[config.mk]
export PLATFORM = sky130hd
export DESIGN_NAME = terminal_line_editor_echo
export DESIGN_NICKNAME = d
export VERILOG_FILES = /design/src/hw/rtl/tle_pkg.sv /design/src/hw/rtl/tle_ctrl.sv /design/src/hw/rtl/tle_dp.sv /design/src/hw/rtl/terminal_line_editor_echo.sv
export SDC_FILE = /design/constraint.sdc
export NUM_CORES = 1
export LEC_CHECK = 0
export BUFFER_PORTS_ARGS = -buffer_cell sky130_fd_sc_hd__buf_2
export CAP_MARGIN = 20
export CORE_MARGIN = 3
export CORE_UTILIZATION = 45
export DETAILED_ROUTE_END_ITERATION = 6
export PLACE_DENSITY = 0.74
export RECOVER_POWER = 50
export SETUP_SLACK_MARGIN = 0.15
export SYNTH_ARGS = -nofsm -noshare
export SYNTH_HDL_FRONTEND = slang
export SYNTH_SLANG_ARGS = --single-unit
[constraint.sdc]
create_clock -name i_clk -period 2.56 [get_ports i_clk]
set_input_delay 0.128 -clock i_clk [delete_from_list [all_inputs] [get_ports i_clk]]
set_output_delay 0.128 -clock i_clk [all_outputs]
set_load 0.005 [all_outputs]
[src/hw/rtl/tle_pkg.sv]
// ============================================================================
// Terminal line editor package
// Shared character codes and the command and status bundles that pass
// between the line editor controller and its datapath.
// ============================================================================
package tle_pkg;

    // Character codes recognised or produced by the editor
    localparam logic [7:0] CH_CR    = 8'h0D;
    localparam logic [7:0] CH_LF    = 8'h0A;
    localparam logic [7:0] CH_BS    = 8'h08;
    localparam logic [7:0] CH_DEL   = 8'h7F;
    localparam logic [7:0] CH_SPACE = 8'h20;

    // Source of the byte loaded into the output register
    typedef enum logic [1:0] {
        SEL_CONST = 2'd0,
        SEL_RX    = 2'd1,
        SEL_LINE  = 2'd2
    } t_out_sel;

    // Commands from the controller to the datapath
    typedef struct packed {
        logic       load;       // load a word into the output register
        t_out_sel   sel;        // where the byte comes from
        logic [7:0] const_byte; // echo character when sel is SEL_CONST
        logic       last;       // final word caused by the current byte
        logic       store;      // write the received byte into the line store
        logic       cnt_inc;
        logic       cnt_dec;
        logic       cnt_clr;
        logic       idx_step;   // advance the line read index
        logic       idx_clr;
    } t_dp_cmd;

    // Status from the datapath to the controller
    typedef struct packed {
        logic slot_free;  // output register empty or being drained
        logic cnt_zero;
        logic cnt_full;
        logic idx_final;  // read index is on the last stored byte
        logic rx_term;    // received byte is CR or LF
        logic rx_erase;   // received byte is BS or DEL
    } t_dp_status;

endpackage

[src/hw/rtl/tle_ctrl.sv]
// ============================================================================
// Terminal line editor controller
// Sequences the echo and line words for each received byte and drives the
// input handshake.
// ============================================================================
module tle_ctrl (
    input  logic                i_clk,
    input  logic                i_rst_n,
    input  logic                i_rx_valid,
    output logic                o_rx_ready,
    input  tle_pkg::t_dp_status i_status,
    output tle_pkg::t_dp_cmd    o_cmd
);

    typedef enum logic [2:0] {
        ST_IDLE,
        ST_LF,
        ST_LINE,
        ST_ERASE_SP,
        ST_ERASE_BS
    } t_state;

    t_state r_state;
    t_state n_state;

    // Next state and commands
    always_comb begin
        n_state    = r_state;
        o_rx_ready = 1'b0;
        o_cmd      = '0;
        o_cmd.sel  = tle_pkg::SEL_CONST;
        unique case (r_state)
            ST_IDLE: begin
                o_rx_ready = i_status.slot_free;
                if (i_rx_valid && i_status.slot_free) begin
                    if (i_status.rx_term) begin
                        o_cmd.load       = 1'b1;
                        o_cmd.const_byte = tle_pkg::CH_CR;
                        n_state          = ST_LF;
                    end else if (i_status.rx_erase) begin
                        if (!i_status.cnt_zero) begin
                            o_cmd.load       = 1'b1;
                            o_cmd.const_byte = tle_pkg::CH_BS;
                            o_cmd.cnt_dec    = 1'b1;
                            n_state          = ST_ERASE_SP;
                        end
                    end else if (!i_status.cnt_full) begin
                        o_cmd.load    = 1'b1;
                        o_cmd.sel     = tle_pkg::SEL_RX;
                        o_cmd.last    = 1'b1;
                        o_cmd.store   = 1'b1;
                        o_cmd.cnt_inc = 1'b1;
                    end
                end
            end
            ST_LF: begin
                if (i_status.slot_free) begin
                    o_cmd.load       = 1'b1;
                    o_cmd.const_byte = tle_pkg::CH_LF;
                    o_cmd.last       = i_status.cnt_zero;
                    n_state          = i_status.cnt_zero ? ST_IDLE : ST_LINE;
                end
            end
            ST_LINE: begin
                if (i_status.slot_free) begin
                    o_cmd.load     = 1'b1;
                    o_cmd.sel      = tle_pkg::SEL_LINE;
                    o_cmd.last     = i_status.idx_final;
                    o_cmd.idx_step = 1'b1;
                    if (i_status.idx_final) begin
                        o_cmd.cnt_clr = 1'b1;
                        o_cmd.idx_clr = 1'b1;
                        n_state       = ST_IDLE;
                    end
                end
            end
            ST_ERASE_SP: begin
                if (i_status.slot_free) begin
                    o_cmd.load       = 1'b1;
                    o_cmd.const_byte = tle_pkg::CH_SPACE;
                    n_state          = ST_ERASE_BS;
                end
            end
            ST_ERASE_BS: begin
                if (i_status.slot_free) begin
                    o_cmd.load       = 1'b1;
                    o_cmd.const_byte = tle_pkg::CH_BS;
                    o_cmd.last       = 1'b1;
                    n_state          = ST_IDLE;
                end
            end
            default: begin
                n_state = ST_IDLE;
            end
        endcase
    end

    // State register
    always_ff @(posedge i_clk) begin
        if (!i_rst_n) begin
            r_state <= ST_IDLE;
        end else begin
            r_state <= n_state;
        end
    end

endmodule

[src/hw/rtl/tle_dp.sv]
// ============================================================================
// Terminal line editor datapath
// Line store memory, fill count, line read index and the output register.
// ============================================================================
module tle_dp #(
    parameter int LINE_CAPACITY = 32
) (
    input  logic                i_clk,
    input  logic                i_rst_n,
    input  logic [7:0]          i_rx_byte,
    input  tle_pkg::t_dp_cmd    i_cmd,
    output tle_pkg::t_dp_status o_status,
    input  logic                i_out_ready,
    output logic                o_out_valid,
    output logic [7:0]          o_out_byte,
    output logic                o_out_kind,
    output logic                o_out_line_end,
    output logic                o_out_last
);

    localparam int DEPTH = LINE_CAPACITY - 1;
    localparam int CNT_W = $clog2(LINE_CAPACITY);
    localparam int IDX_W = (DEPTH > 1) ? $clog2(DEPTH) : 1;

    logic [7:0]       r_mem [DEPTH];
    logic [7:0]       r_rd_data;
    logic [CNT_W-1:0] r_cnt;
    logic [CNT_W-1:0] r_idx;
    logic [CNT_W-1:0] n_idx;
    logic             r_out_valid;
    logic [7:0]       r_out_byte;
    logic             r_out_kind;
    logic             r_out_line_end;
    logic             r_out_last;
    logic [7:0]       n_out_byte;

    // Status towards the controller
    always_comb begin
        o_status.slot_free = !r_out_valid || i_out_ready;
        o_status.cnt_zero  = (r_cnt == '0);
        o_status.cnt_full  = (r_cnt == CNT_W'(DEPTH));
        o_status.idx_final = (CNT_W'(r_idx + 1'b1) == r_cnt);
        o_status.rx_term   = (i_rx_byte == tle_pkg::CH_CR) || (i_rx_byte == tle_pkg::CH_LF);
        o_status.rx_erase  = (i_rx_byte == tle_pkg::CH_BS) || (i_rx_byte == tle_pkg::CH_DEL);
    end

    // Next read index; the memory is read at it so the data lines up
    always_comb begin
        if (i_cmd.idx_clr) begin
            n_idx = '0;
        end else if (i_cmd.idx_step) begin
            n_idx = CNT_W'(r_idx + 1'b1);
        end else begin
            n_idx = r_idx;
        end
    end

    // Line store memory with registered read
    always_ff @(posedge i_clk) begin
        if (i_cmd.store) begin
            r_mem[r_cnt[IDX_W-1:0]] <= i_rx_byte;
        end
        r_rd_data <= r_mem[n_idx[IDX_W-1:0]];
    end

    // Fill count and read index
    always_ff @(posedge i_clk) begin
        if (!i_rst_n) begin
            r_cnt <= '0;
            r_idx <= '0;
        end else begin
            r_idx <= n_idx;
            if (i_cmd.cnt_clr) begin
                r_cnt <= '0;
            end else if (i_cmd.cnt_inc) begin
                r_cnt <= CNT_W'(r_cnt + 1'b1);
            end else if (i_cmd.cnt_dec) begin
                r_cnt <= CNT_W'(r_cnt - 1'b1);
            end
        end
    end

    // Output byte selection
    always_comb begin
        case (i_cmd.sel)
            tle_pkg::SEL_RX:   n_out_byte = i_rx_byte;
            tle_pkg::SEL_LINE: n_out_byte = r_rd_data;
            default:           n_out_byte = i_cmd.const_byte;
        endcase
    end

    // Output register
    always_ff @(posedge i_clk) begin
        if (!i_rst_n) begin
            r_out_valid <= 1'b0;
        end else if (i_cmd.load) begin
            r_out_valid <= 1'b1;
        end else if (i_out_ready) begin
            r_out_valid <= 1'b0;
        end
    end

    always_ff @(posedge i_clk) begin
        if (i_cmd.load) begin
            r_out_byte     <= n_out_byte;
            r_out_kind     <= (i_cmd.sel == tle_pkg::SEL_LINE);
            r_out_line_end <= (i_cmd.sel == tle_pkg::SEL_LINE) && i_cmd.last;
            r_out_last     <= i_cmd.last;
        end
    end

    assign o_out_valid    = r_out_valid;
    assign o_out_byte     = r_out_byte;
    assign o_out_kind     = r_out_kind;
    assign o_out_line_end = r_out_line_end;
    assign o_out_last     = r_out_last;

endmodule

[src/hw/rtl/terminal_line_editor_echo.sv]
// ============================================================================
// Terminal line editor with echo
// Console line editing: stores typed bytes, echoes them, handles erase and
// hands over the completed line on CR or LF.
// ============================================================================
//
//   Channel   Direction  tdata         tuser                     tlast
//   s_axis    in         rx_byte[7:0]  -                         -
//   m_axis    out        out_byte[7:0] [0] out_kind [1] line_end last
//
// An ordinary byte is taken and, unless the line is full, its echo word
// loaded with it. CR or LF emits CR, LF and the stored line; erase emits BS,
// space, BS (nothing on an empty line). Output words go through the output
// register at one word per cycle while m_axis keeps up. Input is held off
// while those words are emitted or the output register is stalled. Reset
// (synchronous, active low) empties the line and output.
// ============================================================================
module terminal_line_editor_echo #(
    parameter int LINE_CAPACITY = 32
) (
    input  logic       i_clk,
    input  logic       i_rst_n,
    input  logic       s_axis_tvalid,
    output logic       s_axis_tready,
    input  logic [7:0] s_axis_tdata,   // [7:0] rx_byte
    output logic       m_axis_tvalid,
    input  logic       m_axis_tready,
    output logic [7:0] m_axis_tdata,   // [7:0] out_byte
    output logic [1:0] m_axis_tuser,   // [0] out_kind, [1] line_end
    output logic       m_axis_tlast
);

    tle_pkg::t_dp_cmd    w_cmd;
    tle_pkg::t_dp_status w_status;

    tle_ctrl u_ctrl (
        .i_clk      (i_clk),
        .i_rst_n    (i_rst_n),
        .i_rx_valid (s_axis_tvalid),
        .o_rx_ready (s_axis_tready),
        .i_status   (w_status),
        .o_cmd      (w_cmd)
    );

    tle_dp #(
        .LINE_CAPACITY (LINE_CAPACITY)
    ) u_dp (
        .i_clk          (i_clk),
        .i_rst_n        (i_rst_n),
        .i_rx_byte      (s_axis_tdata),
        .i_cmd          (w_cmd),
        .o_status       (w_status),
        .i_out_ready    (m_axis_tready),
        .o_out_valid    (m_axis_tvalid),
        .o_out_byte     (m_axis_tdata),
        .o_out_kind     (m_axis_tuser[0]),
        .o_out_line_end (m_axis_tuser[1]),
        .o_out_last     (m_axis_tlast)
    );

`ifndef NO_ASSERTIONS
    // Input is only taken when the output register can take its echo word.
    a_ready_needs_slot : assert property (@(posedge i_clk) disable iff (!i_rst_n)
        s_axis_tready |-> (!m_axis_tvalid || m_axis_tready))
        else $error("input ready while output register is blocked");

    // The end of a line is a line word and closes the current byte's words.
    a_line_end_flags : assert property (@(posedge i_clk) disable iff (!i_rst_n)
        (m_axis_tvalid && m_axis_tuser[1]) |-> (m_axis_tuser[0] && m_axis_tlast))
        else $error("line end without line kind or last");

    // While a line is still being handed over, no new byte is taken.
    a_line_stalls_input : assert property (@(posedge i_clk) disable iff (!i_rst_n)
        (m_axis_tvalid && m_axis_tuser[0] && !m_axis_tlast) |-> !s_axis_tready)
        else $error("input accepted in the middle of a line");
`endif

endmodule
Word-level counts from Yosys, hierarchy flattened
Memories as Yosys holds them, arrays and structs flattened. A register that Yosys moved wholly into a read port is not among the register bits.
Index checks and enable logic that the tools add are counted.
{"block": "totals", "reg_bits": 25, "out_inout_bits": 13, "mem_count": 1, "input_bits": 12, "ramBits": 248}
{"memory": "u_dp.r_mem", "words": 31, "width": 8, "read_ports": 1, "rd_clocked_by_memory_dff": 1, "wr": 1, "line": "tle_dp.sv:25", "text": "logic [7:0] r_mem [DEPTH];"}
{"block": "classes", "muxes": 49, "n_addsub": 3, "bitwise": 1, "n_reduce_logical": 13, "eq_ne": 20}
{"cell": "two-way mux 3 bit", "count": 16}
{"cell": "case mux 8 bit (4 select lines)", "count": 1}
{"cell": "two-way mux 5 bit", "count": 6}
{"cell": "== test 8 x 4 -> 1 bit, second input constant", "count": 3}
{"cell": "case mux 8 bit (2 select lines)", "count": 1}
{"cell": "two-way mux 15 bit", "count": 1}
{"cell": "case mux 3 bit (5 select lines)", "count": 1}
{"cell": "two-way mux 1 bit", "count": 12}
{"cell": "two-way mux 4 bit", "count": 3}
{"cell": "inequality test 2 x 1 -> 1 bit, second input constant", "count": 6}
{"cell": "adder 5 x 1 -> 5 bit, second input constant", "count": 2}
{"cell": "== test 8 x 7 -> 1 bit, second input constant", "count": 1}
{"cell": "two-way mux 8 bit", "count": 1}
{"cell": "AND reduction 8 bit", "count": 1}
{"cell": "== test 3 x 2 -> 1 bit, second input constant", "count": 2}
{"cell": "two-way mux 2 bit", "count": 3}
{"cell": "two-way mux 6 bit", "count": 1}
{"cell": "== test 5 bit", "count": 1}
{"cell": "== test 5 bit, second input constant", "count": 1}
{"cell": "zero test 5 bit", "count": 1}
{"cell": "subtractor 5 x 1 -> 5 bit, second input constant", "count": 1}
{"cell": "case mux 1 bit (4 select lines)", "count": 1}
{"cell": "case mux 2 bit (2 select lines)", "count": 1}
{"cell": "nonzero test 2 bit", "count": 2}
{"cell": "14 further kinds", "count": 17}

Depth between registers and ports, before layout
{"block": "logic_depth", "ltp_word": 8, "ltp_mapped": 14, "ltp_nobuf": 13}

Modules after synthesis
A second synthesis with hierarchy kept.
{"block": "hier_totals", "cells_unflattened": 1031, "area_unflattened_um2": 12884.9}
{"module": "tle_dp", "area_each_um2": 12421.9, "cells_per_inst": 967, "n_inst": 1, "seq_area_each_um2": 8157.8}
{"module": "tle_ctrl", "area_each_um2": 462.9, "cells_per_inst": 64, "n_inst": 1, "seq_area_each_um2": 60.1}

Least setup slack after synthesis
No wires, ideal clock.
{"block": "synth_timing", "path_type": "register to register", "from": "register u_ctrl.r_state[2]", "to": "register u_dp.r_cnt[4]", "stages_incl_launch_ff": 13, "path_buffers": 2, "slack_ns": -0.111, "setup_ns": 0.072, "t_arrival_ns": 2.599, "path_cell_list": "dfxtp_1 -> buf_2 -> nor3_1 -> and3_1 -> and3_1 -> clkbuf_1 -> inv_1 -> fa_1 -> a21o_1 -> a21oi_1 -> xnor2_1 -> or3_1 -> a21oi_1"}
{"block": "synth_between", "elab_chain_cells": 3}
{"element": "start: declaration", "line": "tle_ctrl.sv:23", "text": "t_state r_state;"}
{"element": "start signal: assignment", "line": "tle_ctrl.sv:103", "text": "r_state <= n_state;"}
{"element": "== test 3 x 2 -> 1 bit or zero test 3 bit (tied branches)", "line": "tle_ctrl.sv:32", "text": "unique case (r_state)"}
{"element": "two-way mux 3 bit", "line": "tle_ctrl.sv:32"}
{"element": "OR reduction 2 bit (no line) (tied with other cells)"}
{"element": "end signal: assignment", "line": "tle_dp.sv:76", "text": "r_cnt <= CNT_W'(r_cnt + 1'b1);"}
{"element": "end signal: assignment", "line": "tle_dp.sv:78", "text": "r_cnt <= CNT_W'(r_cnt - 1'b1);"}
{"element": "end: declaration", "line": "tle_dp.sv:27", "text": "logic [CNT_W-1:0] r_cnt;"}
Several ways; a longest one is shown, not always the timed one.
A chain may end at the register's enable or synchronous reset.

Final worst setup path
{"block": "layout_timing", "from": "register u_dp.r_out_valid (netlist: u_dp.o_out_valid)", "to": "register u_dp.r_rd_data[0], read port of u_dp.r_mem"}
{"block": "layout_between", "elab_chain_cells": 6}
{"element": "start: declaration", "line": "tle_dp.sv:30", "text": "logic r_out_valid;"}
{"element": "start signal: assignment", "line": "tle_dp.sv:95", "text": "r_out_valid <= 1'b0;"}
{"element": "start signal: assignment", "line": "tle_dp.sv:97", "text": "r_out_valid <= 1'b1;"}
{"element": "start signal: assignment", "line": "tle_dp.sv:99", "text": "r_out_valid <= 1'b0;"}
{"element": "zero test 1 bit (*)", "line": "tle_dp.sv:39", "text": "o_status.slot_free = !r_out_valid || i_out_ready;"}
{"element": "logical OR 1 bit (*)", "line": "tle_dp.sv:39"}
{"element": "two-way mux 3 bit (*)", "line": "tle_ctrl.sv:65", "text": "if (i_status.slot_free) begin"}
{"element": "two-way mux 3 bit (*)", "line": "tle_ctrl.sv:32"}
{"element": "two-way mux 5 bit", "line": "tle_dp.sv:51", "text": "end else if (i_cmd.idx_step) begin"}
{"element": "two-way mux 5 bit (*)", "line": "tle_dp.sv:49", "text": "if (i_cmd.idx_clr) begin"}
{"element": "end: declaration", "line": "tle_dp.sv:26", "text": "logic [7:0] r_rd_data;"}
Every way passes the cells marked *; elsewhere a longest branch is shown, timed or not.

==> results.tsv <==
metric	value	unit
cts_buffer_depth	3	
whs	0.07580	ns
cp_data_arrival_time	3.26	ns
ys_warn_count	0	
dp.cells	1389	
clock_skew	0.02026	ns
intPower	8.013	mW
cp_top_family	simple AND/OR/NAND/NOR gates	
drt_first_pass_iters	6	
critPathSlowestCell	or4_1	
p_switching	2.460	mW
track_usage	23.13	%
cp_cell_sequence	nor2b_2 -> buf_12 -> or4_1 -> o21ai_0 -> buf_4 -> a22o_1 -> buf_6 -> nand2_1 -> buf_4 -> o2bb2ai_1 -> o311a_1	
swShare	23.48	%
p_leak	5.263	nW
tightest_slew	1.809	ns
worst_r2r_endpoint	u_dp.r_rd_data[0]	
startpoint_type	register	
stdcell_count	1476	
insertion_delay	0.56	ns
reg2reg_depth	11	
grt_pass1_vias	8800	
synth_seq_cells	281	
layout_commonest_cell	edfxtp_1	
finalSetupTns	-1.319	ns
p_comb_share	10.7	%
route.detailed.wl_per_inst	24.63	um
htree_levels	1	
cp_common_cell	buf_4	
antenna_found_initial	2	
synth-async-reset-ratio	0	%
clk_pin_slew	0.07	ns
drc	0	
cts_tree	done	
crit_end	u_dp.r_rd_data[0]	
die_area	29590	um2
seq_power_share	49.8	%
overflow	0	
postPlaceCellArea	13810	um2
path_buf_inv	4	
max_freq	364.1	MHz
grt_use_met2	37.95	%
first_iter_violations	1140	
p_per_area	660.7	nW/um2
clock_tree.root_cell	clkbuf_16	
clock-sinks	281	
place_congestion	0.9558	
p_clk_share	39.5	%
start_util	45.90	%
synth.avg_cell_area	13.03	um2
min_path_type	input pin to register	
hold_viol	0	
synth_cell_type_count	79	
max_stage_delay	0.57	ns
rsz0062_at_grt	true	
ys.flop_type	edfxtp_1	
die_w	172.0	um
worstSetupEndpointType	register	
io_pins	25	
fin_area	15850	um2
fin_ws	-0.1868	ns
setup_viol	16	
grt_max_degree	41	
ys_seq_area_share	66.25	%
r2r_start	u_dp.o_out_valid	
met1_usage	30.30	%
path_class	register to register	
netlist_instances	952	
grt_pass1_wl	51.73	mm
synth_nets	971	
cts_buffers	28	
violations	capacitance limit, slew limit, setup timing	
die_h	172.0	um
worstPathRequired	3.07	ns
io_buffers	24	
path_max_fanout	11	
final_cell_mix	edfxtp_1 (259), buf_4 (112), nand2_1 (110), a21oi_1 (51), o21ai_0 (40)	
final_nets	1134	
viasPerCell	6.265	
ir_worst_vdd	0.0005822	V
critPathLaunch	u_dp.o_out_valid	
crit_cells	11	
syn2layout_area_growth	27.79	%
synth.cell_area	12400	um2
grt-busiest-layer	met2	
vias	9247	
finalWirelength	36.36	mm
layout-drive-gt1-share	31.69	%
maxCapViolCount	4	
synth-edff-count	259	
met3_usage	5.761	%
status	complete, but fails checks	
rows	60	
hold_path.startpoint	m_axis_tready	
hpwl	22.84	mm
final_max_slew_viol_count	130	
ant_nets	0	
relSlewSlack	-20.61	%
design.core.area	27030	um2
min_period	2.747	ns
min_period_over_period	107.3	%
r2r_setup_slack	-0.19	ns
pre_cts_ws	-0.2824	ns
-- sequential cells by signal (all words and copies together), names as in the netlist, 3 cells and up --
register / cells
u_dp.r_mem: 248
u_ctrl.r_state: 3
u_dp.o_out_byte: 8
u_dp.r_rd_data: 8
u_dp.r_idx: 5
u_dp.r_cnt: 5
-- per-layer routing --
metal | wire length (um) | share of wire [%] | vias up
li1 | - | - | 3995
met1 | 13740 | 38 | 4547
met2 | 17440 | 48 | 592
met3 | 3923 | 11 | 111
met4 | 1247 | 3.4 | 2
met5 | 4 | 0.011 | -
-- metrics by stage --
step | utilization, % | power [mW]
after floorplan | - | 5.729
after global placement | 51.09 | 6.137
after detailed placement | 51.09 | 6.161
after CTS | 56.11 | 10.32
after global routing | 58.64 | 10.76
final | 58.65 | 10.47
-- timing repair --
| item | CTS | global route |
|---|---|---|
| setup buffers | 11 | 19 |
| gates resized for setup | 64 | 118 |
| hold endpoints to repair | 10 | 0 |
| hold buffers | 3 | 0 |
| gates cloned | 2 | 2 |
| setup endpoints to repair | 217 | 173 |
| pin swaps | 19 | 39 |
-- power by group through the flow --
stage	clock network, mW	logic (mW)	registers (mW)
2_1_floorplan	0	0.460	5.27
3_3_place_gp	0	0.848	5.29
3_5_place_dp	0	0.871	5.29
4_1_cts	4.18	0.949	5.20
5_1_grt	4.36	1.18	5.22
6_report	4.14	1.12	5.21
-- layout make-up --
class,count,area (um2)
Tap cell,341,426.7
Fill cell,2006,11170
Inverter,9,41.29
Sequential cell,281,8225
Antenna cell,2,5.005
Clock buffer,32,715.7
Timing Repair Buffer,199,1724
Clock inverter,16,210.2
Multi-Input combinational cell,596,4503
-- cell families after synthesis --
kind of cell | after synthesis | share of synthesized area (%)
AND/OR/NAND/NOR | 264 | 9.986
AO/OA/AOI/OAI | 275 | 15.69
buffers and inverters | 75 | 3.248
XOR/XNOR | 13 | 0.9784
adder cells (fa/ha/maj) | 7 | 0.7666
multiplexers | 37 | 3.087
flip-flops | 281 | 66.25
-- worst min-delay path, cell delays in order --
cell,delay [ns]
buf_2,0.10
nor2b_2,0.06
buf_12,0.14
nand3_1,0.08
a21oi_1,0.06
-- Yosys cell counts (5+ instances only) --
library cell | count | share of area, %
ha_1 | 6 | 0.61
dfxtp_1 | 22 | 3.6
or3_1 | 6 | 0.30
buf_6 | 6 | 0.54
nand3b_1 | 6 | 0.36
clkbuf_1 | 24 | 0.73
a32o_1 | 10 | 0.81
o221ai_1 | 15 | 1.1
xnor2_1 | 7 | 0.49
buf_4 | 8 | 0.48
o31ai_1 | 8 | 0.48
and3_1 | 9 | 0.45
or4_1 | 7 | 0.42
inv_1 | 8 | 0.24
mux2i_1 | 27 | 2.2
nand2_1 | 116 | 3.5
o2bb2ai_1 | 7 | 0.49
buf_2 | 27 | 1.1
edfxtp_1 | 259 | 63
a211o_1 | 6 | 0.42
a211oi_1 | 5 | 0.30
a21boi_0 | 8 | 0.48
mux2_2 | 10 | 0.91
nand3_1 | 18 | 0.73
o311a_1 | 6 | 0.48
nor2_1 | 66 | 2.0
o22ai_1 | 15 | 0.76
o21ai_0 | 43 | 1.7
a22oi_1 | 24 | 1.5
xor2_1 | 5 | 0.35
a21oi_1 | 66 | 2.7
a31oi_1 | 11 | 0.55
a2bb2oi_1 | 15 | 1.1
-- worst min path at each step --
stage,end,slack [ns],cells after the start
4_1_cts,u_dp.r_mem[15][2],0.01,2
3_3_place_gp,u_dp.o_out_valid,0.49,3
5_1_grt,u_ctrl.r_state[2],0.09,5
6_report,u_ctrl.r_state[2],0.08,5
2_1_floorplan,u_dp.r_mem[0][0],0.23,0
3_5_place_dp,u_dp.r_idx[0],0.51,3
Note: power is estimated with default switching activity, not from simulation.
